$ cat config.mk
export PLATFORM = sky130hd
export DESIGN_NAME = one_wire_master_byte_engine
export DESIGN_NICKNAME = d
export VERILOG_FILES = /design/src/hdl/ow_pkg.sv /design/src/hdl/ow_regs.sv /design/src/hdl/one_wire_master_byte_engine.sv
export SDC_FILE = /design/constraint.sdc
export NUM_CORES = 1
export LEC_CHECK = 0
export ABC_AREA = 1
export ABC_CLOCK_PERIOD_IN_PS = 8100
export BUFFER_PORTS_ARGS = -buffer_cell sky130_fd_sc_hd__buf_2
export CORE_ASPECT_RATIO = 2
export CORE_MARGIN = 3
export CORE_UTILIZATION = 65
export CTS_CLUSTER_DIAMETER = 120
export DETAILED_ROUTE_END_ITERATION = 16
export PLACE_DENSITY = 0.83
export SLEW_MARGIN = 20
export SYNTH_ARGS = -nofsm -noshare
export SYNTH_HDL_FRONTEND = slang
export SYNTH_HIERARCHICAL = 1
export SYNTH_SLANG_ARGS = --single-unit
export TNS_END_PERCENT = 5
$ cat constraint.sdc
create_clock -name clk -period 8.1 [get_ports clk]
set_clock_uncertainty 0.1 [all_clocks]
set_input_delay 1.215 -clock clk [delete_from_list [all_inputs] [get_ports clk]]
set_output_delay 1.215 -clock clk [all_outputs]
set_load 0.02 [all_outputs]
$ cat src/hdl/ow_pkg.sv
`timescale 1ns / 1ps
// ----------------------------------------------------------------------------
// ow_pkg
// shared types, widths and codes of the 1-wire byte engine
// ----------------------------------------------------------------------------
package ow_pkg;

	localparam int CfgIdxW = 3;
	localparam int CfgDataW = 10;
	localparam int CountW = 10;
	localparam int InDataW = 16;
	localparam int OutDataW = 16;

	localparam logic [CfgIdxW-1:0] REG_RESET_LOW = 3'd0;
	localparam logic [CfgIdxW-1:0] REG_RESET_RELEASE = 3'd1;
	localparam logic [CfgIdxW-1:0] REG_PRES_WAIT_MAX = 3'd2;
	localparam logic [CfgIdxW-1:0] REG_PRES_LOW_MAX = 3'd3;
	localparam logic [CfgIdxW-1:0] REG_WR_ONE_LOW = 3'd4;
	localparam logic [CfgIdxW-1:0] REG_WR_ZERO_LOW = 3'd5;
	localparam logic [CfgIdxW-1:0] REG_RD_LOW = 3'd6;
	localparam logic [CfgIdxW-1:0] REG_RD_RECOVER = 3'd7;

	localparam logic [1:0] CMD_NONE = 2'd0;
	localparam logic [1:0] CMD_RESET = 2'd1;
	localparam logic [1:0] CMD_WRITE = 2'd2;
	localparam logic [1:0] CMD_READ = 2'd3;

	localparam logic [CountW-1:0] WR_ONE_RECOVER_US = 10'd58;
	localparam logic [CountW-1:0] WR_ZERO_RECOVER_US = 10'd2;

	typedef struct packed {
		logic [9:0] reset_low_us;
		logic [7:0] reset_release_us;
		logic [7:0] presence_wait_max;
		logic [9:0] presence_low_max;
		logic [7:0] write_one_low_us;
		logic [7:0] write_zero_low_us;
		logic [7:0] read_low_us;
		logic [7:0] read_recover_us;
	} cfg_t;

endpackage

$ cat src/hdl/ow_regs.sv
`timescale 1ns / 1ps
// ----------------------------------------------------------------------------
// ow_regs
// timing configuration registers, written through a plain write port
// ----------------------------------------------------------------------------
module ow_regs
	import ow_pkg::*;
(
	input  logic                clk,
	input  logic                arst_n,
	input  logic                cfg_we,
	input  logic [CfgIdxW-1:0]  cfg_addr,
	input  logic [CfgDataW-1:0] cfg_wdata,
	output cfg_t                cfg
);

	cfg_t cfg_q;

	always_ff @(posedge clk or negedge arst_n) begin
		if (!arst_n) begin
			cfg_q.reset_low_us      <= 10'd500;
			cfg_q.reset_release_us  <= 8'd15;
			cfg_q.presence_wait_max <= 8'd100;
			cfg_q.presence_low_max  <= 10'd240;
			cfg_q.write_one_low_us  <= 8'd10;
			cfg_q.write_zero_low_us <= 8'd70;
			cfg_q.read_low_us       <= 8'd10;
			cfg_q.read_recover_us   <= 8'd45;
		end else if (cfg_we) begin
			case (cfg_addr)
				REG_RESET_LOW:     cfg_q.reset_low_us      <= cfg_wdata;
				REG_RESET_RELEASE: cfg_q.reset_release_us  <= cfg_wdata[7:0];
				REG_PRES_WAIT_MAX: cfg_q.presence_wait_max <= cfg_wdata[7:0];
				REG_PRES_LOW_MAX:  cfg_q.presence_low_max  <= cfg_wdata;
				REG_WR_ONE_LOW:    cfg_q.write_one_low_us  <= cfg_wdata[7:0];
				REG_WR_ZERO_LOW:   cfg_q.write_zero_low_us <= cfg_wdata[7:0];
				REG_RD_LOW:        cfg_q.read_low_us       <= cfg_wdata[7:0];
				REG_RD_RECOVER:    cfg_q.read_recover_us   <= cfg_wdata[7:0];
				default: ;
			endcase
		end
	end

	assign cfg = cfg_q;

endmodule

$ cat src/hdl/one_wire_master_byte_engine.sv
`timescale 1ns / 1ps
// ----------------------------------------------------------------------------
// one_wire_master_byte_engine
// 1-wire bus master: reset with presence check, byte write, byte read
// ----------------------------------------------------------------------------
// Every cycle the host offers one item on the s_ stream: a command slot, the
// synchronized line level and the one-microsecond tick strobe. A command is
// taken only while idle and ignored while busy. All slot timing counts ticks.
// Each input item yields exactly one result item on the m_ stream with the
// line drive, busy, done pulse, last read byte and presence failure flag.
// The item is registered at the input and the result is computed in one pass
// of the phase logic into the output register; one item per cycle is
// sustained while the m_ side does not stall.
// When the m_ side stalls the output register holds; the input register
// takes one more item only while it is empty, and s_tready stays low until the result drains.
// Reset (arst_n low) clears the valid flags of both pipeline registers, sets the engine idle,
// clears the flags and the read byte, and loads the default slot timings.
// Timing registers are written through cfg_we / cfg_addr / cfg_wdata.
// ----------------------------------------------------------------------------
module one_wire_master_byte_engine
	import ow_pkg::*;
(
	input  logic                clk,
	input  logic                arst_n,
	input  logic                s_tvalid,
	output logic                s_tready,
	// command[1:0], write_data[9:2], line_level[10], us_tick[11], zero pad
	input  logic [InDataW-1:0]  s_tdata,
	output logic                m_tvalid,
	input  logic                m_tready,
	// drive_low[0], busy_res[1], done_res[2], read_data[10:3],
	// presence_fail[11], zero pad
	output logic [OutDataW-1:0] m_tdata,
	input  logic                cfg_we,
	input  logic [CfgIdxW-1:0]  cfg_addr,
	input  logic [CfgDataW-1:0] cfg_wdata
);

	localparam logic [3:0] PH_IDLE      = 4'd0;
	localparam logic [3:0] PH_RST_LOW   = 4'd1;
	localparam logic [3:0] PH_RST_REL   = 4'd2;
	localparam logic [3:0] PH_PRES_WAIT = 4'd3;
	localparam logic [3:0] PH_PRES_LOW  = 4'd4;
	localparam logic [3:0] PH_WR_LOW    = 4'd5;
	localparam logic [3:0] PH_WR_REC    = 4'd6;
	localparam logic [3:0] PH_RD_LOW    = 4'd7;
	localparam logic [3:0] PH_RD_SAMPLE = 4'd8;
	localparam logic [3:0] PH_RD_REC    = 4'd9;

	cfg_t cfg;

	ow_regs u_regs (
		.clk       (clk),
		.arst_n    (arst_n),
		.cfg_we    (cfg_we),
		.cfg_addr  (cfg_addr),
		.cfg_wdata (cfg_wdata),
		.cfg       (cfg)
	);

	logic               valid_s1;
	logic [11:0]        item_s1;
	logic               adv;

	logic [3:0]         phase_q, phase_n;
	logic [CountW-1:0]  cnt_q, cnt_n, cnt_inc, tgt;
	logic [2:0]         bit_q, bit_n;
	logic [7:0]         shift_q, shift_n;
	logic               fail_q, fail_n;
	logic [7:0]         rd_hold_q, rd_hold_n;
	logic               done;
	logic               hit;
	logic               cur_bit;

	logic [1:0]         cmd;
	logic [7:0]         wdata;
	logic               line;
	logic               tick;

	assign adv      = !m_tvalid || m_tready;
	assign s_tready = !valid_s1 || adv;

	always_ff @(posedge clk or negedge arst_n) begin
		if (!arst_n) begin
			valid_s1 <= 1'b0;
		end else if (s_tready) begin
			valid_s1 <= s_tvalid;
		end
	end

	always_ff @(posedge clk) begin
		if (s_tready && s_tvalid) begin
			item_s1 <= s_tdata[11:0];
		end
	end

	assign cmd     = item_s1[1:0];
	assign wdata   = item_s1[9:2];
	assign line    = item_s1[10];
	assign tick    = item_s1[11];
	assign cur_bit = shift_q[bit_q];
	assign cnt_inc = cnt_q + 10'd1;

	// slot length for the current phase
	always_comb begin
		case (phase_q)
			PH_RST_LOW:   tgt = cfg.reset_low_us;
			PH_RST_REL:   tgt = {2'b00, cfg.reset_release_us};
			PH_PRES_WAIT: tgt = {2'b00, cfg.presence_wait_max};
			PH_PRES_LOW:  tgt = cfg.presence_low_max;
			PH_WR_LOW:    tgt = cur_bit ? {2'b00, cfg.write_one_low_us}
			                            : {2'b00, cfg.write_zero_low_us};
			PH_WR_REC:    tgt = cur_bit ? WR_ONE_RECOVER_US : WR_ZERO_RECOVER_US;
			PH_RD_LOW:    tgt = {2'b00, cfg.read_low_us};
			PH_RD_REC:    tgt = {2'b00, cfg.read_recover_us};
			default:      tgt = '0;
		endcase
	end

	assign hit = tick && ((cnt_inc >= tgt) || (cnt_inc == '0));

	always_comb begin
		phase_n   = phase_q;
		cnt_n     = cnt_q;
		bit_n     = bit_q;
		shift_n   = shift_q;
		fail_n    = fail_q;
		rd_hold_n = rd_hold_q;
		done      = 1'b0;
		if (tick) begin
			cnt_n = hit ? '0 : cnt_inc;
		end
		case (phase_q)
			PH_IDLE: begin
				cnt_n = '0;
				bit_n = '0;
				case (cmd)
					CMD_RESET: begin
						fail_n  = 1'b0;
						phase_n = PH_RST_LOW;
					end
					CMD_WRITE: begin
						shift_n = wdata;
						phase_n = PH_WR_LOW;
					end
					CMD_READ: begin
						shift_n = '0;
						phase_n = PH_RD_LOW;
					end
					default: ;
				endcase
			end
			PH_RST_LOW: begin
				if (hit) phase_n = PH_RST_REL;
			end
			PH_RST_REL: begin
				if (hit) phase_n = PH_PRES_WAIT;
			end
			PH_PRES_WAIT: begin
				if (!line) begin
					cnt_n   = '0;
					phase_n = PH_PRES_LOW;
				end else if (hit) begin
					fail_n  = 1'b1;
					phase_n = PH_IDLE;
					done    = 1'b1;
				end
			end
			PH_PRES_LOW: begin
				if (line) begin
					cnt_n   = '0;
					phase_n = PH_IDLE;
					done    = 1'b1;
				end else if (hit) begin
					fail_n  = 1'b1;
					phase_n = PH_IDLE;
					done    = 1'b1;
				end
			end
			PH_WR_LOW: begin
				if (hit) phase_n = PH_WR_REC;
			end
			PH_WR_REC: begin
				if (hit) begin
					if (bit_q == 3'd7) begin
						bit_n   = '0;
						phase_n = PH_IDLE;
						done    = 1'b1;
					end else begin
						bit_n   = bit_q + 3'd1;
						phase_n = PH_WR_LOW;
					end
				end
			end
			PH_RD_LOW: begin
				if (hit) phase_n = PH_RD_SAMPLE;
			end
			PH_RD_SAMPLE: begin
				shift_n = {line, shift_q[7:1]};
				cnt_n   = '0;
				phase_n = PH_RD_REC;
			end
			PH_RD_REC: begin
				if (hit) begin
					if (bit_q == 3'd7) begin
						bit_n     = '0;
						rd_hold_n = shift_q;
						phase_n   = PH_IDLE;
						done      = 1'b1;
					end else begin
						bit_n   = bit_q + 3'd1;
						phase_n = PH_RD_LOW;
					end
				end
			end
			default: begin
				phase_n = PH_IDLE;
				cnt_n   = '0;
			end
		endcase
	end

	always_ff @(posedge clk or negedge arst_n) begin
		if (!arst_n) begin
			phase_q   <= PH_IDLE;
			cnt_q     <= '0;
			bit_q     <= '0;
			shift_q   <= '0;
			fail_q    <= 1'b0;
			rd_hold_q <= '0;
		end else if (valid_s1 && adv) begin
			phase_q   <= phase_n;
			cnt_q     <= cnt_n;
			bit_q     <= bit_n;
			shift_q   <= shift_n;
			fail_q    <= fail_n;
			rd_hold_q <= rd_hold_n;
		end
	end

	logic drive_n;
	logic busy_n;

	assign drive_n = (phase_n == PH_RST_LOW) || (phase_n == PH_WR_LOW) ||
	                 (phase_n == PH_RD_LOW);
	assign busy_n  = (phase_n != PH_IDLE);

	always_ff @(posedge clk or negedge arst_n) begin
		if (!arst_n) begin
			m_tvalid <= 1'b0;
		end else if (adv) begin
			m_tvalid <= valid_s1;
		end
	end

	always_ff @(posedge clk) begin
		if (adv && valid_s1) begin
			m_tdata <= {4'b0000, fail_n, rd_hold_n, done, busy_n, drive_n};
		end
	end

endmodule

; ---- Word level (Yosys, flattened, before mapping)
; Cells that the tools add are included.
[totals]
reg_bits = 128
inputBits = 34
out_inout_bits = 18
[classes]
add_sub_neg = 2
n_lt_le_gt_ge = 2
eq_ne = 25
mux = 42
reduce_logical = 28
[op_table]
columns = operator, n
row1 = case mux 10 bit (8 select lines), 1
row2 = two-way mux 10 bit, 4
row3 = case mux 4 bit (10 select lines), 1
row4 = two-way mux 4 bit, 9
row5 = two-way mux 8 bit, 4
row6 = case mux 8 bit (2 select lines), 2
row7 = case mux 10 bit (3 select lines), 1
row8 = equality test 4 x 3 -> 1 bit (second input constant), 6
row9 = AND reduction 2 bit, 8
row10 = equality test 3 bit (second input constant), 5
row11 = two-way mux 3 bit, 4
row12 = case mux 4 bit (3 select lines), 1
row13 = adder 10 x 1 -> 10 bit (second input constant), 1
row14 = >= comparator 10 bit, 1
row15 = zero test 10 bit, 1
row16 = two-way mux 1 bit, 10
row17 = equality test 4 x 1 -> 1 bit (second input constant), 2
row18 = equality test 4 x 2 -> 1 bit (second input constant), 2
row19 = equality test 4 bit (second input constant), 2
row20 = equality test 3 x 2 -> 1 bit (second input constant), 2
row21 = two-way mux 6 bit, 1
row22 = case mux 1 bit (3 select lines), 2
row23 = case mux 3 bit (2 select lines), 1
row24 = AND reduction 3 bit, 2
row25 = 17 further kinds, 26

; ---- Depth between registers and ports, before layout
[logic_depth]
depth_word = 13
mapped_depth = 25
ltp_nobuf = 24

; ---- Cells and area by module
; Netlist, hierarchy kept.
[by_module_without_submodules]
columns = mod, n_inst, cells_each, area_per_inst_um2, seq_area_each_um2
row1 = one_wire_master_byte_engine, 1, 502, 3752.3, 1621.6
row2 = ow_regs, 1, 313, 2767.7, 1736.7

; ---- Least setup slack after synthesis
; Ideal clock, no wire load.
[synth_timing]
path_kind = register to register
from = register phase_q[2]
to = register m_tdata[1] (data pin)
arrival_ns = 2.699
path_slack_ns = 5.044
path_stages_with_launch = 23
n_path_buf = 2
period_less_slack_ns = 3.056
path_cell_list = dfrtp_1 inv_1 nand2_1 nor2_1 clkbuf_1 nand2_1 nand3_1 a221oi_1 o2111ai_1 inv_1 ha_1 nand2_1 o21ai_0 nand2_1 nand3_1 nor2_1 nand2_1 nand2_2 buf_2 a21oi_1 nand2_1 nor3_1 nand2_1
[synth_via]
elab_chain_cells = 9
elab_cells_between_ends = 26
cone_classes = 1 x order compare / 9 x eq/ne / 12 x mux / 4 x reduce/logical
[synth_lines]
columns = element, line
row1 = from (decl), one_wire_master_byte_engine.sv:65  ; logic [3:0] phase_q, phase_n;
row2 = from (signal assigned), one_wire_master_byte_engine.sv:232  ; phase_q <= phase_n;
row3 = equality test 4 bit (tied with other cells), "one_wire_master_byte_engine.sv:106, one_wire_master_byte_engine.sv:133"
row4 = case mux 10 bit (8 select lines), one_wire_master_byte_engine.sv:106  ; case (phase_q)
row5 = >= comparator 10 bit, one_wire_master_byte_engine.sv:120  ; assign hit = tick && ((cnt_inc >= tgt) || (cnt_inc == '0));
row6 = logical OR 1 bit, one_wire_master_byte_engine.sv:120
row7 = logical AND 1 bit, one_wire_master_byte_engine.sv:120
row8 = two-way mux 4 bit, "one_wire_master_byte_engine.sv:163, one_wire_master_byte_engine.sv:174"
row9 = "two-way mux 4 bit, on equally long branches", "one_wire_master_byte_engine.sv:170, one_wire_master_byte_engine.sv:160"
row10 = case mux 4 bit (10 select lines) (*), one_wire_master_byte_engine.sv:133  ; case (phase_q)
row11 = nonzero test 4 bit (*), one_wire_master_byte_engine.sv:246  ; assign busy_n = (phase_n != PH_IDLE);
row12 = net busy_n, one_wire_master_byte_engine.sv:242  ; logic busy_n;
row13 = to (signal assigned), one_wire_master_byte_engine.sv:258  ; m_tdata <= {4'b0000, fail_n, rd_hold_n, done, busy_n, drive_n};
row14 = to (decl), one_wire_master_byte_engine.sv:33  ; output logic [OutDataW-1:0] m_tdata,
; Mark *: on every way through the listed nets, which the timed path passes. The rest lies on a longest branch.
; A chain may end at the register's enable or synchronous reset.

; ---- Worst setup path after layout
[layout_timing]
from = register phase_q[3]
to = register m_tdata[0] (data pin)
[layout_via]
elab_chain_cells = 11
elab_cells_between_ends = 30
cone_classes = 1 x order compare / 12 x eq/ne / 12 x mux / 5 x reduce/logical
[layout_lines]
columns = element, line
row1 = equality test 4 bit (tied with other cells), "one_wire_master_byte_engine.sv:106, one_wire_master_byte_engine.sv:133"
row2 = case mux 10 bit (8 select lines), one_wire_master_byte_engine.sv:106
row3 = >= comparator 10 bit, one_wire_master_byte_engine.sv:120
row4 = logical OR 1 bit, one_wire_master_byte_engine.sv:120
row5 = logical AND 1 bit, one_wire_master_byte_engine.sv:120
row6 = two-way mux 4 bit, "one_wire_master_byte_engine.sv:163, one_wire_master_byte_engine.sv:174"
row7 = "two-way mux 4 bit, on equally long branches", "one_wire_master_byte_engine.sv:170, one_wire_master_byte_engine.sv:160"
row8 = case mux 4 bit (10 select lines) (*), one_wire_master_byte_engine.sv:133
row9 = equality test 4 x 1 -> 1 bit or equality test 4 x 3 -> 1 bit (tied branches), one_wire_master_byte_engine.sv:244  ; assign drive_n = (phase_n == PH_RST_LOW) || (phase_n == PH_WR_LOW) ||
row10 = logical OR 1 bit, one_wire_master_byte_engine.sv:244
row11 = logical OR 1 bit (*), one_wire_master_byte_engine.sv:244
row12 = net drive_n, one_wire_master_byte_engine.sv:241  ; logic drive_n;
; Marked as above.

==> flow_summary.toml <==
[logic_synthesis]
yosys_register_bits = 128
synth_warnings = 6
synth_area_per_cell_sq_um = 8.00
synth_top_area_share = 0.292
synthCells = 815
ys_top_cells_by_area = "dfrtp_1 (29%), nand2_1 (19%), dfstp_2 (11%)"
yosys.area.top_type = "dfrtp_1"
synth_edf_count = 24
synth_top_flop_cell = "dfrtp_1"
synth_cell_types = 39
yosysSeqAreaShare = 0.515
synthesis.area_sq_mm = 0.00652
synthArstFlopShare = 0.813

[setup_path]
r2r-start = "phase_q[3]$_DFFE_PN0P_"
crit_type = "reg2reg"
cp_common_cell = "nand2_1"
crit_chain = "inv_1 > nand2_1 > inv_1 > nand2_1 > inv_1 > a22o_1 > a221oi_1 > o2111ai_1 > ha_1 > o21ai_0 > nand2_1 > nand3_1 > nand3_1 > nor2_1 > nand2_1 > nand2_2 > nand2_1 > nand3_1 > nand2_1 > a21oi_1 > nor2_1"
endpoint = "m_tdata[0]$_DFFE_PP_"
reg2reg_to = "m_tdata[0]$_DFFE_PP_"
crit_path_max_fanout = 13
arrival_ns = 4.39
reg2reg_depth = 21
r2r_setup_slack_ns = 3.78
cpMaxStageDelayCell = "a221oi_1"
crit_start = "phase_q[3]$_DFFE_PN0P_"
required_ns = 8.16
start_kind = "flip-flop"
end_kind = "flip-flop"
slowest_delay_ns = 0.70

[floorplan]
die_w_um = 76.8
die_h_um = 148
start_util = 0.668
fp.dieArea_sq_mm = 0.0113
coreArea_sq_mm = 0.00976
num_rows = 51
pin_count = 52

[placement]
port_buffers = 43
dp_hpwl_um = 12200
post-place-ws_ns = 3.92
gp_congestion = 0.962

[route]
drtIter0Drc = 448
wl_per_cell_um = 17.9
drtAntennaViolNets = 0
dr_total_vias = 5858
drt-pass1-iter-count = 6
avgViaCountPerCell = 5.84
wl_um = 18000
drcViolationCount = 0

[final_layout]
post-route-util = 0.754
fin_nets = 905
multi_input_area_sq_mm = 0.00277
fillers = 721
syn2layout_area_growth_pct = 12.9
n_antenna_cell = 0
layout_common_cells = "nand2_1 (323), dfrtp_1 (76), nand3_1 (68)"
drive_gt1_frac = 0.149
seq_area_sq_mm = 0.00336
final_common_cell = "nand2_1"

[global_routing]
grt_usage = 0.326
grt-ovfl-total = 0
grt_start_max_net_pins = 77
antenna_found_initial = 0
grt_pass1_wl_um = 28200
grt_pass1_vias = 5725

[power]
power_density_mw_per_mm2 = 334
peakVddDrop_mv = 0.196
power_mw = 2.46
leakage_nw = 3.68

[cts]
cts_buffers = 17
postCtsSetupBuffers = 0
path_clk_slew_ns = 0.06
cts-htree-levels = 4
hold_buffers = 0
cts.repair.resized = 0
cts.path.max_buffers = 2
clkLatencyLatePin_ns = 0.42
cts_tree = "yes"
root_buffer = "clkbuf_16"
cts_num_sinks = 128

[timing]
rsz0062_at_grt = "false"
holdWs_ns = 0.362
hold_viol = 0
max_freq_mhz = 231
relSlewSlack = 0.283
setup_violations = 0
worstMarginPinSlew_ns = 1.07
slew_violations = 0
setup_slack_ns = 3.78
period_needed_ns = 4.32
fin_crit_sh = 0.534
setup_tns_ns = 0

[outcome]
status = "completed"

[min_path]
hold_class = "reg2reg"
min_from = "u_regs/cfg[62]$_DFFE_PN1P_"

[run]
maxCapViolCount = 0
[through the flow]
| stage | cells | area [sq um] |
|---|---|---|
| after floorplan | 818 | 6530 |
| after global placement | 971 | 6820 |
| after detailed placement | 971 | 6820 |
| after CTS | 1003 | 7360 |
| after global routing | 1003 | 7360 |
| final | 1003 | 7360 |
[cells in the mapped netlist (2+ instances only)]
| cell | n |
|---|---|
| a221oi_1 | 8 |
| ha_1 | 13 |
| o21ai_0 | 33 |
| clkinv_1 | 5 |
| edfxtp_1 | 24 |
| buf_2 | 2 |
| buf_1 | 8 |
| nor2_4 | 2 |
| nor2_2 | 5 |
| o22ai_1 | 7 |
| a31oi_1 | 9 |
| inv_1 | 65 |
| nand2_4 | 4 |
| nand2_1 | 323 |
| o31ai_1 | 3 |
| a21oi_1 | 17 |
| a22o_1 | 5 |
| o2111ai_1 | 7 |
| nand4_1 | 2 |
| clkbuf_1 | 10 |
| buf_4 | 6 |
| o21ai_2 | 2 |
| nand3_1 | 68 |
| dfrtp_1 | 76 |
| nor2_1 | 57 |
| dfstp_2 | 28 |
| o21ai_1 | 9 |
| nand2_2 | 6 |
[state kept, by name, summed over array words and instances (netlist names)]
signal      count
fail_q          1
m_tdata        12
bit_q           3
item_s1        12
cnt_q          10
phase_q         4
m_tvalid        1
shift_q         8
u_regs/cfg     68
valid_s1        1
rd_hold_q       8
[layer usage]
layer	up-vias	global-route usage	wire length, um
met4	0	0.227	1230
met1	2743	0.314	5910
met5	-	0	0
met2	305	0.600	9710
met3	79	0.0713	1130
li1	2731	-	-
[worst min path at each step]
stage                                 endpoint  cells past startpoint
floorplan           u_regs/cfg[24]$_DFFE_PN0P_                      2
global placement    u_regs/cfg[28]$_DFFE_PN0P_                      2
detailed placement  u_regs/cfg[28]$_DFFE_PN0P_                      2
CTS                 u_regs/cfg[62]$_DFFE_PN1P_                      2
global route        u_regs/cfg[63]$_DFFE_PN1P_                      2
finish              u_regs/cfg[62]$_DFFE_PN1P_                      2
[layout make-up]
| cell class | instances | share of cell area |
|---|---|---|
| clock buffer | 20 | 0.0622 |
| clock inverter | 12 | 0.0114 |
| inverter | 72 | 0.0370 |
| multi-input combinational | 591 | 0.376 |
| sequential | 128 | 0.456 |
| tap | 132 | 0.0224 |
| timing repair buffer | 48 | 0.0347 |
[worst max-delay path: cells and delay by family (launching register included)]
kind	cells	cell delay [ns]
and+or+nand+nor	12	1.34
adders and majority gates	1	0.33
buffers and inverters	3	0.36
AOI/OAI and AO/OA	5	1.47
DFF	1	0.45
[kinds of logic (layout without fill, tap and decap cells)]
| family | after synthesis | after routing | share of synthesized area |
|---|---|---|---|
| adder cells (fa/ha/maj) | 13 | 13 | 0.0249 |
| AO/OA/AOI/OAI | 105 | 105 | 0.0998 |
| AND/OR/NAND/NOR | 469 | 469 | 0.297 |
| other | 1 | 4 | 0.000575 |
| buffers and inverters | 99 | 152 | 0.0624 |
| flip-flops | 128 | 128 | 0.515 |
[where the power goes]
| group | switching [mW] | total, mW | internal (mW) |
|---|---|---|---|
| clock network | 0.292 | 0.701 | 0.409 |
| logic | 0.577 | 0.830 | 0.253 |
| registers | 0.110 | 0.929 | 0.819 |
| total | 0.978 | 2.46 | 1.48 |
(Power assumes the default switching activity.)
